--- src/rtl/core/sfd_pkg.sv ---
// ----------------------------------------------------------------------------
// sfd_pkg: shared types and constants for the sensor frame decoder
// Field widths, centroid weight function and the divider request bundle.
// ----------------------------------------------------------------------------
`default_nettype none

package sfd_pkg;

   localparam int IdWidth    = 29;
   localparam int SensorBits = 16;
   localparam int IdxWidth   = $clog2(SensorBits);
   localparam int CountWidth = $clog2(SensorBits) + 1;
   localparam int AccWidth   = 12;   // +/- 16 * 127 fits
   localparam int PosWidth   = 8;

   // configuration register indexes
   localparam logic [1:0] CSR_HEARTBEAT_ID = 2'd0;
   localparam logic [1:0] CSR_RANGING_ID   = 2'd1;
   localparam logic [1:0] CSR_LINE_ID      = 2'd2;

   typedef struct packed {
      logic                       start;
      logic signed [AccWidth-1:0] dividend;
      logic [CountWidth-1:0]      divisor;
   } div_req_type;

   // upper half: 16*(i-7)-1 (15..127), lower half: 1-16*(8-i) (-127..-15)
   function automatic logic signed [PosWidth-1:0] bit_weight(input logic [IdxWidth-1:0] i);
      logic signed [PosWidth:0] w;
      if (i[IdxWidth-1]) begin
         w = $signed({1'b0, i - 4'd7, 4'b0000}) - 9'sd1;
      end else begin
         w = 9'sd1 - $signed({1'b0, 4'd8 - i, 4'b0000});
      end
      return w[PosWidth-1:0];
   endfunction

endpackage

`default_nettype wire

--- src/rtl/core/sfd_divider.sv ---
// ----------------------------------------------------------------------------
// sfd_divider: iterative signed-by-unsigned divider
// Restoring division on magnitudes, one quotient bit per cycle, truncates
// toward zero. Divisor must be nonzero.
// ----------------------------------------------------------------------------
`default_nettype none

module sfd_divider (
   input  wire logic                             clock,
   input  wire logic                             reset,
   input  wire sfd_pkg::div_req_type             div_req,
   output logic                                  div_done,
   output logic signed [sfd_pkg::PosWidth-1:0]   div_quotient
);
   import sfd_pkg::*;

   localparam int MagWidth = AccWidth - 1;
   localparam int RemWidth = CountWidth - 1;

   logic                    busy_ff, busy_in;
   logic                    done_ff, done_in;
   logic                    neg_ff, neg_in;
   logic [3:0]              step_ff, step_in;
   logic [MagWidth-1:0]     quo_ff, quo_in;
   logic [RemWidth-1:0]     rem_ff, rem_in;
   logic [CountWidth-1:0]   dvs_ff, dvs_in;

   logic [CountWidth-1:0]   trial;
   logic [CountWidth-1:0]   trial_diff;
   logic [AccWidth-1:0]     mag_full;
   logic [MagWidth-1:0]     quo_neg;

   assign trial      = {rem_ff, quo_ff[MagWidth-1]};
   assign trial_diff = trial - dvs_ff;
   assign mag_full   = div_req.dividend[AccWidth-1] ? -div_req.dividend : div_req.dividend;
   assign quo_neg    = -quo_ff;

   always_comb begin
      busy_in = busy_ff;
      done_in = 1'b0;
      neg_in  = neg_ff;
      step_in = step_ff;
      quo_in  = quo_ff;
      rem_in  = rem_ff;
      dvs_in  = dvs_ff;
      if (div_req.start) begin
         busy_in = 1'b1;
         neg_in  = div_req.dividend[AccWidth-1];
         step_in = 4'(MagWidth - 1);
         quo_in  = mag_full[MagWidth-1:0];
         rem_in  = '0;
         dvs_in  = div_req.divisor;
      end else if (busy_ff) begin
         if (trial >= dvs_ff) begin
            rem_in = trial_diff[RemWidth-1:0];
            quo_in = {quo_ff[MagWidth-2:0], 1'b1};
         end else begin
            rem_in = trial[RemWidth-1:0];
            quo_in = {quo_ff[MagWidth-2:0], 1'b0};
         end
         step_in = step_ff - 4'd1;
         if (step_ff == 4'd0) begin
            busy_in = 1'b0;
            done_in = 1'b1;
         end
      end
   end

   always_ff @(posedge clock) begin
      if (reset) begin
         busy_ff <= 1'b0;
         done_ff <= 1'b0;
      end else begin
         busy_ff <= busy_in;
         done_ff <= done_in;
      end
      neg_ff  <= neg_in;
      step_ff <= step_in;
      quo_ff  <= quo_in;
      rem_ff  <= rem_in;
      dvs_ff  <= dvs_in;
   end

   assign div_done     = done_ff;
   assign div_quotient = neg_ff ? $signed(quo_neg[PosWidth-1:0])
                                : $signed(quo_ff[PosWidth-1:0]);

endmodule

`default_nettype wire

--- src/rtl/core/sensor_frame_decoder_line_centroid.sv ---
// ----------------------------------------------------------------------------
// sensor_frame_decoder_line_centroid: bus frame decoder with line centroid
// Decodes ranging sensor and line sensor frames, reports status and the
// weighted centroid of the active line sensor bits.
// ----------------------------------------------------------------------------
// Usage:
//   req_*  : one received frame (identifier + 8 payload bytes) per item,
//            taken when req_valid is high and req_stall is low.
//   rsp_*  : one status item per frame, taken when rsp_valid is high and
//            rsp_stall is low. The item is held stable while stalled.
//   csr_*  : write-only identifier registers (0 heartbeat, 1 ranging data,
//            2 line sensor); index 3 is ignored. Write only while idle.
// Timing:
//   A frame with active line bits passes from accept to rsp_valid through
//   the scan of the line bits with one shared adder, a setup state, the
//   bit-serial divider, and the done state that lands the result in the
//   output register. With no active bit the divide is skipped. A new frame
//   is taken only once the sequencer is back in idle, so the scan and
//   divide loops set the throughput.
//   A new frame may be taken while the previous result is still stalled
//   on rsp; its result then waits in the final state until rsp drains.
// Reset: all status cleared, line bits all ones (no sensor active), ids 0.
// ----------------------------------------------------------------------------
`default_nettype none

module sensor_frame_decoder_line_centroid (
   input  wire logic                               clock,
   input  wire logic                               reset,
   // configuration
   input  wire logic                               csr_wr_en,
   input  wire logic [1:0]                         csr_index,
   input  wire logic [sfd_pkg::IdWidth-1:0]        csr_wr_data,
   // frame input
   input  wire logic                               req_valid,
   output logic                                    req_stall,
   input  wire logic [sfd_pkg::IdWidth-1:0]        req_frame_id,
   input  wire logic [7:0]                         req_data_byte_0,
   input  wire logic [7:0]                         req_data_byte_1,
   input  wire logic [7:0]                         req_data_byte_2,
   input  wire logic [7:0]                         req_data_byte_3,
   input  wire logic [7:0]                         req_data_byte_4,
   input  wire logic [7:0]                         req_data_byte_5,
   input  wire logic [7:0]                         req_data_byte_6,
   input  wire logic [7:0]                         req_data_byte_7,
   // status output
   output logic                                    rsp_valid,
   input  wire logic                               rsp_stall,
   output logic                                    rsp_ranger_ready,
   output logic                                    rsp_ranger_fault,
   output logic [15:0]                             rsp_obstacle_distance,
   output logic [7:0]                              rsp_obstacle_angle,
   output logic                                    rsp_obstacle_present,
   output logic                                    rsp_tape_present,
   output logic [sfd_pkg::CountWidth-1:0]          rsp_active_sensor_count,
   output logic signed [sfd_pkg::PosWidth-1:0]     rsp_line_position
);
   import sfd_pkg::*;

   localparam logic [2:0] ST_IDLE  = 3'd0;
   localparam logic [2:0] ST_SCAN  = 3'd1;
   localparam logic [2:0] ST_SETUP = 3'd2;
   localparam logic [2:0] ST_DIV   = 3'd3;
   localparam logic [2:0] ST_DONE  = 3'd4;

   // id registers
   logic [IdWidth-1:0]  hb_id_ff, rng_id_ff, line_id_ff;

   // sensor status
   logic                ready_ff, fault_ff, obst_ff;
   logic [15:0]         dist_ff;
   logic [7:0]          angle_ff;
   logic [SensorBits-1:0] line_bits_ff;

   // sequencer
   logic [2:0]          state_ff, state_in;
   logic [IdxWidth-1:0] idx_ff, idx_in;
   logic signed [AccWidth-1:0] acc_ff, acc_in;
   logic [CountWidth-1:0] cnt_ff, cnt_in;
   logic signed [PosWidth-1:0] pos_ff, pos_in;

   // output register
   logic                rsp_valid_ff, rsp_valid_in;
   logic                out_ready_ff, out_fault_ff, out_obst_ff, out_tape_ff;
   logic [15:0]         out_dist_ff;
   logic [7:0]          out_angle_ff;
   logic [CountWidth-1:0] out_cnt_ff;
   logic signed [PosWidth-1:0] out_pos_ff;

   logic                req_take;
   logic                out_load;
   logic                hit_hb, hit_rng, hit_line;
   div_req_type         div_req;
   logic                div_done;
   logic signed [PosWidth-1:0] div_quotient;

   assign req_stall = (state_ff != ST_IDLE);
   assign req_take  = req_valid && !req_stall;
   assign hit_hb    = (req_frame_id == hb_id_ff);
   assign hit_rng   = (req_frame_id == rng_id_ff);
   assign hit_line  = (req_frame_id == line_id_ff);
   assign out_load  = (state_ff == ST_DONE) && (!rsp_valid_ff || !rsp_stall);

   // configuration writes
   always_ff @(posedge clock) begin
      if (reset) begin
         hb_id_ff   <= '0;
         rng_id_ff  <= '0;
         line_id_ff <= '0;
      end else if (csr_wr_en) begin
         case (csr_index)
            CSR_HEARTBEAT_ID: hb_id_ff   <= csr_wr_data;
            CSR_RANGING_ID:   rng_id_ff  <= csr_wr_data;
            CSR_LINE_ID:      line_id_ff <= csr_wr_data;
            default: ;
         endcase
      end
   end

   // frame decode: heartbeat, then data, then line
   always_ff @(posedge clock) begin
      if (reset) begin
         ready_ff     <= 1'b0;
         fault_ff     <= 1'b0;
         obst_ff      <= 1'b0;
         dist_ff      <= '0;
         angle_ff     <= '0;
         line_bits_ff <= '1;
      end else if (req_take) begin
         ready_ff <= hit_hb;
         if (hit_hb) begin
            fault_ff <= req_data_byte_1[5];
         end
         if (hit_rng) begin
            dist_ff  <= {req_data_byte_1, req_data_byte_0};
            angle_ff <= req_data_byte_3;
            obst_ff  <= (req_data_byte_7 == 8'h01);
         end
         if (hit_line) begin
            line_bits_ff <= {req_data_byte_1, req_data_byte_0};
         end
      end
   end

   // sequencer: scan bits with one adder, then divide
   always_comb begin
      state_in = state_ff;
      idx_in   = idx_ff;
      acc_in   = acc_ff;
      cnt_in   = cnt_ff;
      pos_in   = pos_ff;
      div_req  = '{start: 1'b0, dividend: acc_ff, divisor: cnt_ff};
      case (state_ff)
         ST_IDLE: begin
            if (req_take) begin
               state_in = ST_SCAN;
               idx_in   = '0;
               acc_in   = '0;
               cnt_in   = '0;
            end
         end
         ST_SCAN: begin
            if (!line_bits_ff[idx_ff]) begin   // active low
               acc_in = acc_ff + AccWidth'(bit_weight(idx_ff));
               cnt_in = cnt_ff + 1'b1;
            end
            idx_in = idx_ff + 1'b1;
            if (idx_ff == IdxWidth'(SensorBits - 1)) begin
               state_in = ST_SETUP;
            end
         end
         ST_SETUP: begin
            if (cnt_ff == '0) begin
               pos_in   = '0;
               state_in = ST_DONE;
            end else begin
               div_req.start = 1'b1;
               state_in      = ST_DIV;
            end
         end
         ST_DIV: begin
            if (div_done) begin
               pos_in   = div_quotient;
               state_in = ST_DONE;
            end
         end
         ST_DONE: begin
            if (out_load) begin
               state_in = ST_IDLE;
            end
         end
         default: state_in = ST_IDLE;
      endcase
   end

   always_ff @(posedge clock) begin
      if (reset) begin
         state_ff <= ST_IDLE;
      end else begin
         state_ff <= state_in;
      end
      idx_ff <= idx_in;
      acc_ff <= acc_in;
      cnt_ff <= cnt_in;
      pos_ff <= pos_in;
   end

   sfd_divider u_div (
      .clock        (clock),
      .reset        (reset),
      .div_req      (div_req),
      .div_done     (div_done),
      .div_quotient (div_quotient)
   );

   // output register
   always_comb begin
      rsp_valid_in = rsp_valid_ff;
      if (out_load) begin
         rsp_valid_in = 1'b1;
      end else if (rsp_valid_ff && !rsp_stall) begin
         rsp_valid_in = 1'b0;
      end
   end

   always_ff @(posedge clock) begin
      if (reset) begin
         rsp_valid_ff <= 1'b0;
      end else begin
         rsp_valid_ff <= rsp_valid_in;
      end
      if (out_load) begin
         out_ready_ff <= ready_ff;
         out_fault_ff <= fault_ff;
         out_dist_ff  <= dist_ff;
         out_angle_ff <= angle_ff;
         out_obst_ff  <= obst_ff;
         out_tape_ff  <= (cnt_ff != '0);
         out_cnt_ff   <= cnt_ff;
         out_pos_ff   <= pos_ff;
      end
   end

   assign rsp_valid               = rsp_valid_ff;
   assign rsp_ranger_ready        = out_ready_ff;
   assign rsp_ranger_fault        = out_fault_ff;
   assign rsp_obstacle_distance   = out_dist_ff;
   assign rsp_obstacle_angle      = out_angle_ff;
   assign rsp_obstacle_present    = out_obst_ff;
   assign rsp_tape_present        = out_tape_ff;
   assign rsp_active_sensor_count = out_cnt_ff;
   assign rsp_line_position       = out_pos_ff;

endmodule

`default_nettype wire

--- config.mk ---
export PLATFORM = sky130hd
export DESIGN_NAME = sensor_frame_decoder_line_centroid
export DESIGN_NICKNAME = d
export VERILOG_FILES = /design/src/rtl/core/sfd_pkg.sv /design/src/rtl/core/sfd_divider.sv /design/src/rtl/core/sensor_frame_decoder_line_centroid.sv
export SDC_FILE = /design/constraint.sdc
export NUM_CORES = 1
export LEC_CHECK = 0
export BUFFER_PORTS_ARGS = -buffer_cell sky130_fd_sc_hd__buf_2
export CORE_MARGIN = 2
export CORE_UTILIZATION = 57
export CTS_BUF_LIST = sky130_fd_sc_hd__clkbuf_16
export DETAILED_ROUTE_END_ITERATION = 10
export GPL_TIMING_DRIVEN = 1
export PLACE_DENSITY = 0.81
export SLEW_MARGIN = 20
export SYNTH_ARGS = -nofsm -noshare
export SYNTH_HDL_FRONTEND = slang
export SYNTH_SLANG_ARGS = --single-unit
--- constraint.sdc ---
create_clock -name clock -period 4.2 [get_ports clock]
set_input_delay 0.42 -clock clock [delete_from_list [all_inputs] [get_ports clock]]
set_output_delay 0.42 -clock clock [all_outputs]
set_load 0.005 [all_outputs]
# After elaboration in Yosys (flattened, before gate mapping)
# Index checks and enable logic that the tools add are counted.
dict set report op_classes {
  n_eq_ne 17
  magnitude_cmp 2
  addsub 11
  n_reduce_logical 28
  bitwise_logic 1
  n_mux 36
}
# cell count
set op_table {}
lappend op_table {{$eq A29 B29 Y1} 3}
lappend op_table {{$mux W8} 6}
lappend op_table {{$mux W11} 3}
lappend op_table {{$mux W12} 2}
lappend op_table {{$pmux W12 S2} 1}
lappend op_table {{$pmux W8 S2} 1}
lappend op_table {{$mux W3} 5}
lappend op_table {{$pmux W3 S5} 1}
lappend op_table {{$reduce_and A2 Y1} 7}
lappend op_table {{$add A12 B8 Y12} 1}
lappend op_table {{$neg A11 Y11} 1}
lappend op_table {{$mux W1} 10}
lappend op_table {{$mux W5} 2}
lappend op_table {{$ne A2 B2 Y1 const B} 5}
lappend op_table {{$pmux W5 S2} 1}
lappend op_table {{$eq A8 B1 Y1 const B} 1}
lappend op_table {{$mux W4} 2}
lappend op_table {{$neg A8 Y8} 1}
lappend op_table {{$pmux W4 S2} 1}
lappend op_table {{$reduce_bool A2 Y1} 4}
lappend op_table {{$sub A1 B8 Y8 const A} 1}
lappend op_table {{$sub A8 B1 Y8 const B} 1}
lappend op_table {{$eq A3 B2 Y1 const B} 2}
lappend op_table {{$reduce_and A3 Y1} 2}
lappend op_table {{other kinds (27)} 31}
dict set report totals {
  ff_bits 231
  elab_cells 125
  in_bits 129
  out_inout_bits 43
}

# Logic depth before layout (Yosys ltp)
dict set report logic_depth {
  depth_word 8
  depth_mapped 14
  mapped_depth_nobuf 13
}

# By module
# Synthesis repeated with hierarchy kept, for this count alone.
dict set report unflattened {
  cells_unflattened 1068
  area_unflattened_um2 10468.8
}
# module seq_area_each_um2 area_each_um2 cells_each instances
set by_module_without_submodules {}
lappend by_module_without_submodules {sensor_frame_decoder_line_centroid 4784.6 8881.0 906 1}
lappend by_module_without_submodules {sfd_divider 710.7 1587.8 162 1}

# Worst setup path after synthesis
# Ideal clock, no wire load.
dict set report synth_path {
  kind {register to register}
  start {register idx_ff[0]}
  end {register acc_ff[0] (enable)}
  synth_period_minus_slack_ps 3217
  path_buffers 1
  path_stages_with_launch 5
  slack_ps 983
  arrival_ps 2803
  setup_time_ps 415
  t_required_ps 3785
  path_cell_list {edfxtp_1 buf_2 mux4_2 mux4_2 o21ai_0}
}
dict set report synth_via {
  elab_chain_cells 4
}
# item line
set synth_lines {}
lappend synth_lines {{start, declared} sensor_frame_decoder_line_centroid.sv:76} ;# logic [IdxWidth-1:0] idx_ff, idx_in;
lappend synth_lines {{start signal, assigned} sensor_frame_decoder_line_centroid.sv:201} ;# idx_ff <= idx_in;
lappend synth_lines {{$bmux W1 S4} sensor_frame_decoder_line_centroid.sv:162} ;# if (!line_bits_ff[idx_ff]) begin
lappend synth_lines {{$mux W1 (implied by the code)} sensor_frame_decoder_line_centroid.sv:162}
lappend synth_lines {{$ne A2 B2 Y1 (no line)} --}
lappend synth_lines {{$reduce_and A3 Y1 (no line)} --}
lappend synth_lines {{end signal, assigned} sensor_frame_decoder_line_centroid.sv:202} ;# acc_ff <= acc_in;
lappend synth_lines {{end, declared} sensor_frame_decoder_line_centroid.sv:77} ;# logic signed [AccWidth-1:0] acc_ff, acc_in;
# Every way passes these cells. The select of a mux whose other input is x is not followed.
# A chain may end at the register's enable or synchronous reset.

# Worst setup path in the final report
dict set report layout_path {
  start {register idx_ff[0]}
  end {register acc_ff[8] (data pin)}
}
dict set report layout_via {
  elab_chain_cells 8
  word_cells_on_any_way 10
  classes_between {add/sub (5); mux (5)}
}
# item line
set layout_lines {}
lappend layout_lines {{$sub A4 B4 Y4 / $sub A4 B3 Y4 (equally long branches)} {sfd_pkg.sv:33, sfd_pkg.sv:31}}
lappend layout_lines {{$sub A1 B8 Y8 / $sub A8 B1 Y8 (equally long branches)} {sfd_pkg.sv:33, sfd_pkg.sv:31}}
lappend layout_lines {{$mux W8 (*)} sfd_pkg.sv:30} ;# if (i[IdxWidth-1]) begin
lappend layout_lines {{$mux W8 (*)} sensor_frame_decoder_line_centroid.sv:162}
lappend layout_lines {{$mux W8 (*)} sensor_frame_decoder_line_centroid.sv:152} ;# case (state_ff)
lappend layout_lines {{$add A12 B8 Y12 (*)} sensor_frame_decoder_line_centroid.sv:163} ;# acc_in = acc_ff + AccWidth'(bit_weight(idx_ff));
lappend layout_lines {{$mux W12 (*)} sensor_frame_decoder_line_centroid.sv:162}
lappend layout_lines {{$pmux W12 S2 (*)} sensor_frame_decoder_line_centroid.sv:152}
# Mark *: on every way between the ends. The rest lies on a longest branch, timed or not. The select of a mux whose other input is x is not followed.

==> flow_summary.ini <==
[cells_and_area]
drive_gt1_share_pct = 16.6
utilization_pct = 66.9
fin_nets = 1337
area.growth.synth_to_final_pct = 15.5
final_cells = 1436

[timing]
maxSlewHeadroom_pct = 33.2
post-route-min-period_ns = 3.29
period_share_pct = 78.4
rsz0062_at_grt = no
hold_slack_ns = 0.138
fmax_mhz = 304
setup_tns_ns = 0
hold_viol = 0
slew_violations = 0
worstMarginPinSlew_ns = 1.00
fin_skew_ns = 0.0132
setup_viol = 0

[clock_network]
clock_path_buffers = 3
htreeDepth = 1
clock_latency_ns = 0.51
post_cts_resized = 0
cts_sinks = 231
cts-root-buf = clkbuf_16
post_cts_buffers = 0
cts_tree = built
numCtsBuffers = 24
path_clk_slew_ns = 0.06
postCtsHoldBufs = 0

[global_route]
antenna_found_initial = 6
grt_pass1_vias = 7780
grt_pass1_wl_um = 37800
overflow = 0
track_usage_pct = 23.8
grt_max_degree = 98

[route]
drc = 0
antenna_left = 0
drt_iter0_drc = 448
via_per_inst = 5.49
vias = 7882
wirelength_um = 23200
routedWlPerCell_um = 16.1
drtPass1Iterations = 7

[worst_setup_path]
slowest_delay_ns = 0.67
path_class = register to register
crit_path_max_fanout = 11
crit_chain = inv_1 > ha_1 > nand3b_1 > a21oi_1 > nor3_1 > a21o_1 > ha_1 > or3_1 > nor3_1 > o21ai_0 > nor3b_1
cp-startpoint = idx_ff[0]
worstPathArrival_ns = 3.53
r2r_cells = 11
required_ns = 4.44
end_kind = register
reg2reg_from = idx_ff[0]
reg2reg_slack_ns = 0.91
crit_path_start_kind = register
critPathSlowestCell = edfxtp_1
endpoint = acc_ff[8]
r2r-end = acc_ff[8]

[floorplan]
floorplan.core_area_mm2 = 0.0179
start_util_pct = 57.9
num_io_pins = 172
row_count = 49
die_w_um = 139
fp.dieH_um = 139
design.die.area_mm2 = 0.0193

[synth]
synth_xor_area_share_pct = 10.3
synth_edf_count = 87
yosys.area.top_type = dfxtp_1
synth_simple_gate_area_share_pct = 16.5
yosysMostFrequentCell = nand2_1
synth_cell_types = 54
syn-num-nets = 1216
ys_warn_count = 0
netlist.area_leader.share_pct = 27.8
synth_ff_type = dfxtp_1
ys_top_cells_by_area = dfxtp_1 (28%), edfxtp_1 (25%), nand2_1 (7.8%), xnor2_1 (6.2%), a21oi_1 (5.3%)
syn_area_mm2 = 0.0104
synth-async-reset-ratio_pct = 0
seq_area_frac_synth_pct = 53.0
ys_seq_elements = 231
yosys-mux-area-fraction_pct = 3.99
synth_area_per_cell_um2 = 9.76
synth_top_family_by_area = simple AND/OR/NAND/NOR gates
synth_compound_area_share_pct = 9.41
syn_inst = 1063
synth_fa_ha_area_share_pct = 3.04
ys_top_cells_by_count = nand2_1 (216), dfxtp_1 (144), a21oi_1 (110), edfxtp_1 (87), nor2_1 (81)

[power_and_ir_drop]
power_frac_clock_pct = 34.2
switchingPower_mw = 1.75
p_comb_share_pct = 20.9
ir_worst_vdd_mv = 0.420
seqPwrFrac_pct = 44.9
p_per_area_mw_per_mm2 = 500
p_sw_share_pct = 29.2
power.leakage_nw = 4.88
internal_power_mw = 4.24

[placed_design]
placed_cells = 1387
portBuffers = 139
dp.final_hpwl_um = 15700
routabilityCongestion = 0.854

[hold_path]
hold_class = input port to register

[outcome]
status = completed

[flow_run]
max_cap_viol_count = 0
[sequential cells by signal, summed over array words and instances, names as in the netlist, 4 cells and up]
signal                   flops
u_div.dvs_ff                 5
pos_ff                       8
acc_ff                      12
hb_id_ff                    29
line_id_ff                  29
rsp_obstacle_distance       16
rsp_obstacle_angle           8
angle_ff                     8
idx_ff                       4
rng_id_ff                   29
rsp_active_sensor_count      5
u_div.rem_ff                 4
dist_ff                     16
line_bits_ff                16
rsp_line_position            8
cnt_ff                       5
u_div.step_ff                4
u_div.quo_ff                11
[stage by stage]
step	setup WS [ns]	instance area, um2	power, mW
after floorplan	0.983	10400	3.64
after global placement	1.06	11200	3.91
after detailed placement	0.950	11200	3.97
after CTS	0.880	12000	6.02
after global routing	0.659	12000	6.30
final	0.907	12000	5.99
[cell families after synthesis]
group,after synthesis
adder cells (fa/ha/maj),24
XOR/XNOR,120
AO/OA/AOI/OAI,172
multiplexers,35
buffers and inverters,94
flip-flops,231
AND/OR/NAND/NOR,387
[critical path, delay by kind of cell (launching register included)]
kind	cells	cell delay (ns)
compound gates	3	0.54
fa+ha+maj	2	0.66
buf+inv	1	0.10
flops	1	0.67
simple gates	5	1.05
[power by group through the flow]
| stage | logic (mW) | registers (mW) | clock network, mW |
|---|---|---|---|
| after floorplan | 0.992 | 2.65 | 0 |
| final | 1.26 | 2.69 | 2.05 |
| after global routing | 1.42 | 2.71 | 2.17 |
| after CTS | 1.25 | 2.69 | 2.08 |
| after detailed placement | 1.24 | 2.73 | 0 |
| after global placement | 1.18 | 2.73 | 0 |
[routing by layer]
metal | track usage (%) | routed length, um
met5 | 0 | 0
met4 | 8.98 | 760
met3 | 5.04 | 1630
met2 | 41.9 | 11400
met1 | 28.6 | 9360
[worst min path at each step]
stage	startpoint	to	slack (ns)	depth (start not counted)
after CTS	req_data_byte_3[5]	angle_ff[5]	0.12	3
final	req_data_byte_3[5]	angle_ff[5]	0.14	3
after detailed placement	pos_ff[1]	rsp_line_position[1]	0.41	0
after global placement	pos_ff[3]	rsp_line_position[3]	0.40	0
after global routing	req_data_byte_3[7]	angle_ff[7]	0.15	3
after floorplan	pos_ff[0]	rsp_line_position[0]	0.40	0
[placed cells by master, fill, tap and decap left out, drive strengths merged, types with 22 or more instances in the layout]
master	synthesis	routed
nor2	81	81
xnor2	73	73
nand2	216	216
a21oi	110	110
inv	40	42
dfxtp	144	144
mux2i	29	29
o21ai	25	25
clkbuf	41	24
buf	12	148
xor2	46	46
ha	22	22
edfxtp	87	87
[cell type report]
cell class / count / area, um2
flip-flops and latches: 231 / 5500
multi-input cells: 738 / 4500
repair buffers: 148 / 766
inverters: 41 / 154
well taps: 229 / 287
clock buffers: 24 / 601
diodes: 5 / 12.5
clock inverters: 20 / 169
fillers: 1372 / 5920
No activity file was read; power rests on OpenSTA's default activity.
